<file path="config.mk">
export PLATFORM = sky130hd
export DESIGN_NAME = md5_hash_engine_unit_flat
export DESIGN_NICKNAME = d
export VERILOG_FILES = /design/src/design/md5_pkg.sv /design/src/design/md5_in_if.sv /design/src/design/md5_out_if.sv /design/src/design/md5_ram.sv /design/src/design/md5_round.sv /design/src/design/md5_hash_engine_unit.sv /design/src/flat_wrapper.sv
export SDC_FILE = /design/constraint.sdc
export NUM_CORES = 2
export LEC_CHECK = 0
export BUFFER_PORTS_ARGS = -buffer_cell sky130_fd_sc_hd__buf_2
export CORE_AREA = 10 10 347 349
export CTS_CLUSTER_SIZE = 8
export DETAILED_ROUTE_END_ITERATION = 10
export DIE_AREA = 0 0 357 359
export PLACE_DENSITY = 0.66
export SYNTH_ARGS = -nofsm -noshare
export SYNTH_HDL_FRONTEND = slang
export SYNTH_SLANG_ARGS = --single-unit
</file>
<file path="constraint.sdc">
create_clock -name clk_i -period 8.6 [get_ports clk_i]
set_clock_uncertainty 0.2 [all_clocks]
set_input_delay 1.72 -clock clk_i [delete_from_list [all_inputs] [get_ports clk_i]]
set_output_delay 1.72 -clock clk_i [all_outputs]
set_load 0.02 [all_outputs]
</file>
<file path="src/design/md5_pkg.sv">
`timescale 1ns / 1ps
// ----------------------------------------------------------------------------
// MD5 engine package
// Widths, initial chaining values, controller codes and the per-round
// constant tables of the compression function.
// ----------------------------------------------------------------------------
package md5_pkg;

  localparam int unsigned WordW      = 32;
  localparam int unsigned BlockWords = 16;
  localparam int unsigned WordAddrW  = 4;
  localparam int unsigned RoundW     = 6;
  localparam int unsigned LenW       = 64;

  typedef logic [WordW-1:0]     word_t;
  typedef logic [WordAddrW-1:0] waddr_t;
  typedef logic [RoundW-1:0]    round_t;

  localparam word_t IvA = 32'h67452301;
  localparam word_t IvB = 32'hefcdab89;
  localparam word_t IvC = 32'h98badcfe;
  localparam word_t IvD = 32'h10325476;

  localparam logic [7:0]  PadMark     = 8'h80;
  localparam round_t      LenPos      = 6'd56;
  localparam round_t      LastPos     = 6'd63;
  localparam round_t      LastRound   = 6'd63;
  localparam logic [1:0]  LastWordIdx = 2'd3;

  typedef enum logic [2:0] {
    ST_IDLE,
    ST_PAD,
    ST_LOAD,
    ST_ROUND,
    ST_FOLD,
    ST_OUT
  } state_e;

  typedef enum logic [1:0] {
    PAD_MARK,
    PAD_ZERO,
    PAD_LEN
  } pad_e;

  typedef enum logic [1:0] {
    DEST_IDLE,
    DEST_PAD,
    DEST_OUT
  } dest_e;

  // Message word used by round j.
  function automatic waddr_t msg_index(input round_t j);
    logic [7:0] t;
    t = 8'd0;
    unique case (j[5:4])
      2'd0: t = {2'b00, j};
      2'd1: t = {2'b00, j} * 8'd5 + 8'd1;
      2'd2: t = {2'b00, j} * 8'd3 + 8'd5;
      2'd3: t = {2'b00, j} * 8'd7;
      default: t = 8'd0;
    endcase
    return t[3:0];
  endfunction

  // Left rotation of round j.
  function automatic logic [4:0] rot_amount(input round_t j);
    logic [4:0] s;
    s = 5'd0;
    unique case ({j[5:4], j[1:0]})
      4'd0:  s = 5'd7;
      4'd1:  s = 5'd12;
      4'd2:  s = 5'd17;
      4'd3:  s = 5'd22;
      4'd4:  s = 5'd5;
      4'd5:  s = 5'd9;
      4'd6:  s = 5'd14;
      4'd7:  s = 5'd20;
      4'd8:  s = 5'd4;
      4'd9:  s = 5'd11;
      4'd10: s = 5'd16;
      4'd11: s = 5'd23;
      4'd12: s = 5'd6;
      4'd13: s = 5'd10;
      4'd14: s = 5'd15;
      4'd15: s = 5'd21;
      default: s = 5'd0;
    endcase
    return s;
  endfunction

  // Additive constant of round j (integer part of 2^32 * |sin(j+1)|).
  function automatic word_t sine_k(input round_t j);
    word_t k;
    k = '0;
    unique case (j)
      6'd0:  k = 32'hd76aa478;  6'd1:  k = 32'he8c7b756;
      6'd2:  k = 32'h242070db;  6'd3:  k = 32'hc1bdceee;
      6'd4:  k = 32'hf57c0faf;  6'd5:  k = 32'h4787c62a;
      6'd6:  k = 32'ha8304613;  6'd7:  k = 32'hfd469501;
      6'd8:  k = 32'h698098d8;  6'd9:  k = 32'h8b44f7af;
      6'd10: k = 32'hffff5bb1;  6'd11: k = 32'h895cd7be;
      6'd12: k = 32'h6b901122;  6'd13: k = 32'hfd987193;
      6'd14: k = 32'ha679438e;  6'd15: k = 32'h49b40821;
      6'd16: k = 32'hf61e2562;  6'd17: k = 32'hc040b340;
      6'd18: k = 32'h265e5a51;  6'd19: k = 32'he9b6c7aa;
      6'd20: k = 32'hd62f105d;  6'd21: k = 32'h02441453;
      6'd22: k = 32'hd8a1e681;  6'd23: k = 32'he7d3fbc8;
      6'd24: k = 32'h21e1cde6;  6'd25: k = 32'hc33707d6;
      6'd26: k = 32'hf4d50d87;  6'd27: k = 32'h455a14ed;
      6'd28: k = 32'ha9e3e905;  6'd29: k = 32'hfcefa3f8;
      6'd30: k = 32'h676f02d9;  6'd31: k = 32'h8d2a4c8a;
      6'd32: k = 32'hfffa3942;  6'd33: k = 32'h8771f681;
      6'd34: k = 32'h6d9d6122;  6'd35: k = 32'hfde5380c;
      6'd36: k = 32'ha4beea44;  6'd37: k = 32'h4bdecfa9;
      6'd38: k = 32'hf6bb4b60;  6'd39: k = 32'hbebfbc70;
      6'd40: k = 32'h289b7ec6;  6'd41: k = 32'heaa127fa;
      6'd42: k = 32'hd4ef3085;  6'd43: k = 32'h04881d05;
      6'd44: k = 32'hd9d4d039;  6'd45: k = 32'he6db99e5;
      6'd46: k = 32'h1fa27cf8;  6'd47: k = 32'hc4ac5665;
      6'd48: k = 32'hf4292244;  6'd49: k = 32'h432aff97;
      6'd50: k = 32'hab9423a7;  6'd51: k = 32'hfc93a039;
      6'd52: k = 32'h655b59c3;  6'd53: k = 32'h8f0ccc92;
      6'd54: k = 32'hffeff47d;  6'd55: k = 32'h85845dd1;
      6'd56: k = 32'h6fa87e4f;  6'd57: k = 32'hfe2ce6e0;
      6'd58: k = 32'ha3014314;  6'd59: k = 32'h4e0811a1;
      6'd60: k = 32'hf7537e82;  6'd61: k = 32'hbd3af235;
      6'd62: k = 32'h2ad7d2bb;  6'd63: k = 32'heb86d391;
      default: k = '0;
    endcase
    return k;
  endfunction

endpackage

</file>
<file path="src/design/md5_in_if.sv">
`timescale 1ns / 1ps
// ----------------------------------------------------------------------------
// MD5 input channel
// Valid/ready channel carrying one message byte request per transfer.
// ----------------------------------------------------------------------------
interface md5_in_if;
  logic       valid;
  logic       ready;
  logic [7:0] data_byte;
  logic       byte_valid;
  logic       end_of_message;

  modport source (
    output valid, data_byte, byte_valid, end_of_message,
    input  ready
  );

  modport sink (
    input  valid, data_byte, byte_valid, end_of_message,
    output ready
  );
endinterface

</file>
<file path="src/design/md5_out_if.sv">
`timescale 1ns / 1ps
// ----------------------------------------------------------------------------
// MD5 output channel
// Valid/ready channel carrying one digest word request per transfer.
// ----------------------------------------------------------------------------
interface md5_out_if;
  logic        valid;
  logic        ready;
  logic [31:0] digest_word;
  logic [1:0]  word_index;
  logic        last_word;

  modport source (
    output valid, digest_word, word_index, last_word,
    input  ready
  );

  modport sink (
    input  valid, digest_word, word_index, last_word,
    output ready
  );
endinterface

</file>
<file path="src/design/md5_ram.sv">
`timescale 1ns / 1ps
// ----------------------------------------------------------------------------
// Generic RAM
// One write port, one read port, read data registered.
// ----------------------------------------------------------------------------
module md5_ram #(
  parameter int unsigned Width = 32,
  parameter int unsigned Depth = 16
) (
  input  logic                     clk_i,
  input  logic                     we_i,
  input  logic [$clog2(Depth)-1:0] waddr_i,
  input  logic [Width-1:0]         wdata_i,
  input  logic [$clog2(Depth)-1:0] raddr_i,
  output logic [Width-1:0]         rdata_o
);

  logic [Width-1:0] mem_q [Depth];

  always_ff @(posedge clk_i) begin
    if (we_i) begin
      mem_q[waddr_i] <= wdata_i;
    end
    rdata_o <= mem_q[raddr_i];
  end

endmodule

</file>
<file path="src/design/md5_round.sv">
`timescale 1ns / 1ps
// ----------------------------------------------------------------------------
// MD5 round function
// New B word of one compression round from the working words.
// ----------------------------------------------------------------------------
module md5_round
  import md5_pkg::*;
(
  input  word_t      a_i,
  input  word_t      b_i,
  input  word_t      c_i,
  input  word_t      d_i,
  input  word_t      msg_i,
  input  word_t      k_i,
  input  logic [4:0] rot_i,
  input  logic [1:0] sel_i,
  output word_t      b_o
);

  word_t                f;
  word_t                sum;
  logic [2*WordW-1:0]   rot_wide;

  always_comb begin
    unique case (sel_i)
      2'd0:    f = (b_i & c_i) | (~b_i & d_i);
      2'd1:    f = (d_i & b_i) | (~d_i & c_i);
      2'd2:    f = b_i ^ c_i ^ d_i;
      default: f = c_i ^ (b_i | ~d_i);
    endcase
  end

  assign sum      = a_i + f + k_i + msg_i;
  assign rot_wide = {sum, sum} << rot_i;
  assign b_o      = b_i + rot_wide[2*WordW-1:WordW];

endmodule

</file>
<file path="src/design/md5_hash_engine_unit.sv">
`timescale 1ns / 1ps
// ----------------------------------------------------------------------------
// MD5 hash engine
// Streaming MD5: bytes in, four digest words out per message.
// ----------------------------------------------------------------------------
// Usage:
//   in_i  : one request per message byte (data_byte, byte_valid,
//           end_of_message). byte_valid=0 without end_of_message is a no-op.
//   out_o : four requests per message, words A, B, C, D (word_index 0..3),
//           last_word set on D. Digest bytes are little-endian in each word.
// Sequence:
//   Byte requests are taken while the engine is idle. The 64th byte of a block
//   starts a compression (one read-ahead of the block RAM, 64 rounds at
//   one round per cycle, one fold into the chaining words). The final request
//   adds padding at one byte per cycle (9 to 72 bytes) plus one or two
//   compressions, then the four digest words. No byte is taken while a
//   compression runs on the single-round datapath.
// Reset: chaining words return to the MD5 initial values, length and fill
//   position to zero. The block RAM is not cleared; every word is written
//   before a compression reads it.
// Stall: while out_o is stalled, hold the current digest word; in_i stays
//   not ready until the D word is taken.
// ----------------------------------------------------------------------------
module md5_hash_engine_unit
  import md5_pkg::*;
(
  input  logic      clk_i,
  input  logic      rst_ni,
  md5_in_if.sink    in_i,
  md5_out_if.source out_o
);

  state_e state_q, state_d;
  pad_e   phase_q, phase_d;
  dest_e  dest_q,  dest_d;

  round_t          fill_q;     // byte position within the current block
  round_t          round_q;
  logic [LenW-1:0] len_q;      // message length in bits
  word_t           pack_q;     // partial word being assembled
  word_t           chain_a_q, chain_b_q, chain_c_q, chain_d_q;
  word_t           wa_q, wb_q, wc_q, wd_q;
  logic [1:0]      idx_q;

  logic       put_en;
  logic [7:0] put_byte;
  logic       in_take;
  logic       out_take;
  waddr_t     ram_raddr;
  word_t      ram_rdata;
  word_t      round_b;
  round_t     round_next;
  logic [7:0] len_byte;

  assign in_take    = in_i.valid && in_i.ready;
  assign out_take   = out_o.valid && out_o.ready;
  assign round_next = round_q + 6'd1;

  // Length bytes go out little-endian at fill positions 56..63.
  assign len_byte = len_q[{fill_q[2:0], 3'b000} +: 8];

  // --------------------------------------------------------------------------
  // Controller: byte intake, padding, compression sequencing, digest output.
  // --------------------------------------------------------------------------
  always_comb begin
    state_d     = state_q;
    phase_d     = phase_q;
    dest_d      = dest_q;
    put_en      = 1'b0;
    put_byte    = in_i.data_byte;
    in_i.ready  = 1'b0;
    out_o.valid = 1'b0;
    unique case (state_q)
      ST_IDLE: begin
        in_i.ready = 1'b1;
        if (in_i.valid) begin
          put_en  = in_i.byte_valid;
          phase_d = PAD_MARK;
          if (in_i.byte_valid && (fill_q == LastPos)) begin
            state_d = ST_LOAD;
            dest_d  = in_i.end_of_message ? DEST_PAD : DEST_IDLE;
          end else if (in_i.end_of_message) begin
            state_d = ST_PAD;
          end
        end
      end
      ST_PAD: begin
        put_en = 1'b1;
        priority if (phase_q == PAD_MARK) begin
          put_byte = PadMark;
          phase_d  = PAD_ZERO;
        end else if (phase_q == PAD_LEN || fill_q == LenPos) begin
          put_byte = len_byte;
          phase_d  = PAD_LEN;
        end else begin
          put_byte = 8'h00;
        end
        if (fill_q == LastPos) begin
          // The last length byte closes the message; otherwise keep padding.
          state_d = ST_LOAD;
          dest_d  = (phase_q == PAD_LEN) ? DEST_OUT : DEST_PAD;
        end
      end
      ST_LOAD: begin
        state_d = ST_ROUND;
      end
      ST_ROUND: begin
        if (round_q == LastRound) begin
          state_d = ST_FOLD;
        end
      end
      ST_FOLD: begin
        unique case (dest_q)
          DEST_PAD: state_d = ST_PAD;
          DEST_OUT: state_d = ST_OUT;
          default:  state_d = ST_IDLE;
        endcase
      end
      ST_OUT: begin
        out_o.valid = 1'b1;
        if (out_o.ready && (idx_q == LastWordIdx)) begin
          state_d = ST_IDLE;
        end
      end
      default: begin
        state_d = ST_IDLE;
      end
    endcase
  end

  always_ff @(posedge clk_i or negedge rst_ni) begin
    if (!rst_ni) begin
      state_q <= ST_IDLE;
      phase_q <= PAD_MARK;
      dest_q  <= DEST_IDLE;
    end else begin
      state_q <= state_d;
      phase_q <= phase_d;
      dest_q  <= dest_d;
    end
  end

  // --------------------------------------------------------------------------
  // Block store: bytes pack into a word, full words go to the RAM.
  // Read one word ahead so the registered data meets its round.
  // --------------------------------------------------------------------------
  always_comb begin
    unique case (state_q)
      ST_ROUND: ram_raddr = msg_index(round_next);
      default:  ram_raddr = msg_index('0);
    endcase
  end

  md5_ram #(
    .Width (WordW),
    .Depth (BlockWords)
  ) u_block_ram (
    .clk_i   (clk_i),
    .we_i    (put_en && (fill_q[1:0] == 2'd3)),
    .waddr_i (fill_q[5:2]),
    .wdata_i ({put_byte, pack_q[WordW-1:8]}),
    .raddr_i (ram_raddr),
    .rdata_o (ram_rdata)
  );

  always_ff @(posedge clk_i) begin
    if (put_en) begin
      pack_q <= {put_byte, pack_q[WordW-1:8]};
    end
  end

  // --------------------------------------------------------------------------
  // Compression datapath: one round per cycle on the working words.
  // --------------------------------------------------------------------------
  md5_round u_round (
    .a_i   (wa_q),
    .b_i   (wb_q),
    .c_i   (wc_q),
    .d_i   (wd_q),
    .msg_i (ram_rdata),
    .k_i   (sine_k(round_q)),
    .rot_i (rot_amount(round_q)),
    .sel_i (round_q[5:4]),
    .b_o   (round_b)
  );

  always_ff @(posedge clk_i or negedge rst_ni) begin
    if (!rst_ni) begin
      fill_q    <= '0;
      round_q   <= '0;
      len_q     <= '0;
      wa_q      <= '0;
      wb_q      <= '0;
      wc_q      <= '0;
      wd_q      <= '0;
      chain_a_q <= IvA;
      chain_b_q <= IvB;
      chain_c_q <= IvC;
      chain_d_q <= IvD;
      idx_q     <= '0;
    end else begin
      if (put_en) begin
        fill_q <= fill_q + 6'd1;
      end
      if (in_take && in_i.byte_valid) begin
        len_q <= len_q + LenW'(8);
      end
      unique case (state_q)
        ST_LOAD: begin
          wa_q    <= chain_a_q;
          wb_q    <= chain_b_q;
          wc_q    <= chain_c_q;
          wd_q    <= chain_d_q;
          round_q <= '0;
        end
        ST_ROUND: begin
          wa_q    <= wd_q;
          wb_q    <= round_b;
          wc_q    <= wb_q;
          wd_q    <= wc_q;
          round_q <= round_next;
        end
        ST_FOLD: begin
          chain_a_q <= chain_a_q + wa_q;
          chain_b_q <= chain_b_q + wb_q;
          chain_c_q <= chain_c_q + wc_q;
          chain_d_q <= chain_d_q + wd_q;
        end
        ST_OUT: begin
          if (out_take) begin
            idx_q <= idx_q + 2'd1;
            if (idx_q == LastWordIdx) begin
              // Drop the finished message and restart from the initial values.
              chain_a_q <= IvA;
              chain_b_q <= IvB;
              chain_c_q <= IvC;
              chain_d_q <= IvD;
              len_q     <= '0;
              fill_q    <= '0;
            end
          end
        end
        default: begin
        end
      endcase
    end
  end

  // --------------------------------------------------------------------------
  // Digest output, straight from the chaining registers.
  // --------------------------------------------------------------------------
  always_comb begin
    unique case (idx_q)
      2'd0:    out_o.digest_word = chain_a_q;
      2'd1:    out_o.digest_word = chain_b_q;
      2'd2:    out_o.digest_word = chain_c_q;
      default: out_o.digest_word = chain_d_q;
    endcase
  end

  assign out_o.word_index = idx_q;
  assign out_o.last_word  = (idx_q == LastWordIdx);

endmodule

</file>
<file path="src/flat_wrapper.sv">
// flat-port wrapper written by rule: the top's interface ports become plain ports
module md5_hash_engine_unit_flat import md5_pkg::*;
  (clk_i, rst_ni, in_i_valid, in_i_data_byte, in_i_byte_valid, in_i_end_of_message, in_i_ready, out_o_valid, out_o_digest_word, out_o_word_index, out_o_last_word, out_o_ready);
  md5_in_if in_i_i ();
  md5_out_if out_o_i ();
  input  logic clk_i;
  input  logic rst_ni;
  input wire logic [$bits(in_i_i.valid)-1:0] in_i_valid;
  input wire logic [$bits(in_i_i.data_byte)-1:0] in_i_data_byte;
  input wire logic [$bits(in_i_i.byte_valid)-1:0] in_i_byte_valid;
  input wire logic [$bits(in_i_i.end_of_message)-1:0] in_i_end_of_message;
  output wire logic [$bits(in_i_i.ready)-1:0] in_i_ready;
  output wire logic [$bits(out_o_i.valid)-1:0] out_o_valid;
  output wire logic [$bits(out_o_i.digest_word)-1:0] out_o_digest_word;
  output wire logic [$bits(out_o_i.word_index)-1:0] out_o_word_index;
  output wire logic [$bits(out_o_i.last_word)-1:0] out_o_last_word;
  input wire logic [$bits(out_o_i.ready)-1:0] out_o_ready;
  assign in_i_i.valid = in_i_valid;
  assign in_i_i.data_byte = in_i_data_byte;
  assign in_i_i.byte_valid = in_i_byte_valid;
  assign in_i_i.end_of_message = in_i_end_of_message;
  assign in_i_ready = in_i_i.ready;
  assign out_o_valid = out_o_i.valid;
  assign out_o_digest_word = out_o_i.digest_word;
  assign out_o_word_index = out_o_i.word_index;
  assign out_o_last_word = out_o_i.last_word;
  assign out_o_i.ready = out_o_ready;
  md5_hash_engine_unit u_core (.clk_i(clk_i), .rst_ni(rst_ni), .in_i(in_i_i), .out_o(out_o_i));
endmodule
</file>
==> out/results.ini <==
[worst_setup_path]
slowest_delay_ps = 530
end_kind = flop
critical_path.startpoint_type = flop
timing.critical_path.fanout_max = 7
startpoint = u_core.round_q[0]$_DFFE_PN0P_
reg2reg_from = u_core.round_q[0]$_DFFE_PN0P_
critPathKind = flop to flop
critical_path_top_delay_cell = fa_1
crit_arrival_ps = 9010
worstPathRequired_ps = 8970

[routing]
detailedRoute.firstIterationViolations = 4665
final_antenna_net_count = 0
vias_per_cell = 6.04
vias = 46100
wl_um = 177000
dr.pass1.iters = 9
routed_wire_length_per_instance_um = 23.2
route.detailed.drc = 0

[cts]
cts-buffers-inserted = 132
cts-root-to-sink-buffers = 3
cts_num_sinks = 906
htree_num_levels = 4
ctsRootBufferMaster = clkbuf_16
source_to_sink_clock_delay_at_the_later_pin_of_the_worst_skew_pair_ps = 760
clkTransAtPathRegs_ps = 50
cts_tree = built

[cells_and_area]
fill_cells = 9771
layout-drive-gt1-share_pct = 18.6
n_antenna_cell = 0
final_net_count = 6339
largest_reg_flops = 512
area.growth.synth_to_final_pct = 19.7
registers.top_by_ff_count = u_core.u_block_ram.mem_q
biggestRegsByFlops = u_core.u_block_ram.mem_q (512), u_core.len_q (61)
final_core_utilization_pct = 58.1

[global_route]
number_of_antenna_violations_at_the_first_check_in_global_routing = 6
vias_in_the_first_global_route = 44300
first_pass_grt_wire_length_um = 268000
global_route_congestion_overflow_total = 0
grt_overall_usage_pct = 26.8
maximum_number_of_pins_on_one_net_before_global_route_repair = 131

[yosys]
yosys.area_share.simple_pct = 13.1
post_synth_xor_area_fraction_pct = 4.63
proportion_of_synthesized_chip_area_in_sequential_cells_pct = 45.8
synth_fa_ha_area_share_pct = 7.39
synth.largest_area_cell = edfxtp_1
synth_warn = 0
synthesis.area_um2 = 55100
synth_largest_type_area_fraction_pct = 29.2
synth_top_cells_by_area = edfxtp_1 29%, dfrtp_1 12%, ha_1 4.9%
synthFlopType = edfxtp_1
syn_avg_cell_area_um2 = 9.83
synth_seq_cells = 906
yosys.cell_types.count = 91
synth-compound-area-share_pct = 19.0
synthArstFlopShare_pct = 37.3
synth.net_count = 5908
syn-instance-count = 5609
synth_top_family_by_area = compound AO/OA/AOI/OAI gates
synth.area.mux_share_pct = 5.91
synth_edf_count = 536

[timing]
max_freq_mhz = 116
finalSetupTns_ps = -99.4
hold_viol = 0
hold_ws_ps = 314
slew_viol_final = 0
worst_slew_pin_slew_ps = 1260
rsz_0062_raised_after_global_routing = yes
post-route-min-period_ps = 8630
setup_viol_count_final = 4
max-slew-margin-rel_pct = 15.9
finalCritPeriodShare_pct = 100
final.setup.worst_slack_ps = -33.8

[floorplan]
die-height_um = 359
fp.dieW_um = 357
initial_utilization_pct = 48.6
std_cell_rows = 124
io_pins = 51
design.die.area_um2 = 128000
design.core.area_um2 = 114000

[power]
p_sw_uw = 2080
clkPwrFrac_pct = 51.6
power_frac_seq_pct = 47.9
p_per_area_nw_per_um2 = 145
swShare_pct = 21.7
power.combinational.fraction_pct = 0.6
vdd.ir_drop.worst_uv = 150
power.internal_uw = 7510
leakagePower_uw = 0.0270

[place]
place.port_buffers = 50
hpwl_um = 120000
place_congestion = 0.933

[worst_hold_path]
hold_removal_path_class = flop to flop
hp-start = u_core.chain_d_q[17]$_DFFE_PN1P_

[run_status]
run_status = finished with violations
failed_checks = setup timing

[flow_run]
max_cap_viol_count = 0

## power by group through the flow
stage / registers (uW) / clock network (uW) / logic, uW
6_report: 4590 / 4940 / 52.9
5_1_grt: 4580 / 5190 / 61.0
4_1_cts: 4590 / 5010 / 55.8
3_5_place_dp: 4670 / 0 / 55.6
3_3_place_gp: 4670 / 0 / 55.5
2_1_floorplan: 4670 / 0 / 6.09
## cell usage after synthesis (all sizes together) (34+ instances only)
library cell and count:
o21a 46, edfxtp 536, xor2 109, xnor2 181, dfstp 64, nand3 107, o21ai 453, dfrtp 274
nand2 681, nor2 337, buf 46, a311oi 78, and2 148, mux2i 233, a21oi 403, mux2 34
a31oi 132, nand2b 41, nor2b 49, and3 50, or3 38, fa 68, ha 217, a211oi 194
clkbuf 290, inv 256, a21o 80, nor3 75
## per-stage QoR
stage	setup slack, ps	total power, uW	cell area, um2	instances
after floorplan	-53.1	4670	55200	5609
after global placement	-367	4720	60600	7370
after detailed placement	-613	4720	60600	7370
after CTS	0.491	9660	65100	7609
after global routing	-346	9830	66000	7631
final	-33.8	9580	66000	7631
## cells by family (layout without fill, tap and decap cells)
family | Yosys count | after routing
AOI/OAI and AO/OA | 1653 | 1653
xor gates and xnor gates | 290 | 290
adders and majority gates | 285 | 285
buffers and inverters | 593 | 1103
DFF | 906 | 906
muxes | 291 | 291
and+or+nand+nor | 1591 | 1591
## placed cells by master, fill, tap and decap left out, drive strengths merged, types with 78 or more instances in the layout
| cell type | count |
|---|---|
| a211oi | 194 |
| a21o | 80 |
| a21oi | 403 |
| a311oi | 78 |
| a31oi | 132 |
| and2 | 148 |
| buf | 632 |
| clkbuf | 195 |
| dfrtp | 274 |
| edfxtp | 536 |
| ha | 217 |
| inv | 255 |
| mux2i | 233 |
| nand2 | 681 |
| nand3 | 107 |
| nor2 | 337 |
| o21ai | 453 |
| xnor2 | 181 |
| xor2 | 109 |
## per-layer routing
layer  vias up  global-route usage [%]  share of wire [%]
li1      21400                       -                  -
met2      1718                    41.5                 45
met3       406                    4.26                7.1
met4         2                    12.7                5.2
met1     22600                    36.4                 42
met5         -                       0             0.0062
## path summary, 6_finish.rpt
path                       slack [ps]                                to  cells past startpoint
hold reg to reg                   310  u_core.chain_d_q[17]$_DFFE_PN1P_                      2
setup / recovery                  -30       u_core.wb_q[27]$_DFFE_PN0P_                     39
max in group asynchronous        6120         u_core.len_q[9]$_DFF_PN0_                      2
min in group asynchronous         740        u_core.wb_q[0]$_DFFE_PN0P_                      1
setup reg to reg                  -30       u_core.wb_q[27]$_DFFE_PN0P_                     39
hold / removal                    310  u_core.chain_d_q[17]$_DFFE_PN1P_                      2
## worst max-delay path, delay by kind of cell, from the launching register on
family          cells  cell delay (ps)
xor+xnor            1              140
flops               1              430
buf+inv             7             1020
compound gates     18             3250
fa+ha+maj           5             1730
simple gates        3              410
mux                 5             1260
## repair_timing
action / CTS / global route
hold buffers: 0 / 0
resized for setup: 84 / 164
endpoints found under the hold margin: 0 / 0
cloned: 1 / 0
buffers inserted: 26 / 25
pin swaps: 38 / 50
setup endpoints to repair: 18 / 21
## layout make-up
class                      count  area (um2)  area share (%)
multi-input combinational   4110       28900            43.7
sequential                   906       25300            38.3
timing repair buffer         633        4980            7.55
clock buffer                 195        3550            5.38
tap                         1512        1890            2.87
inverter                     257         975            1.48
clock inverter                18         430           0.652
Note: power is estimated with default switching activity, not from simulation.
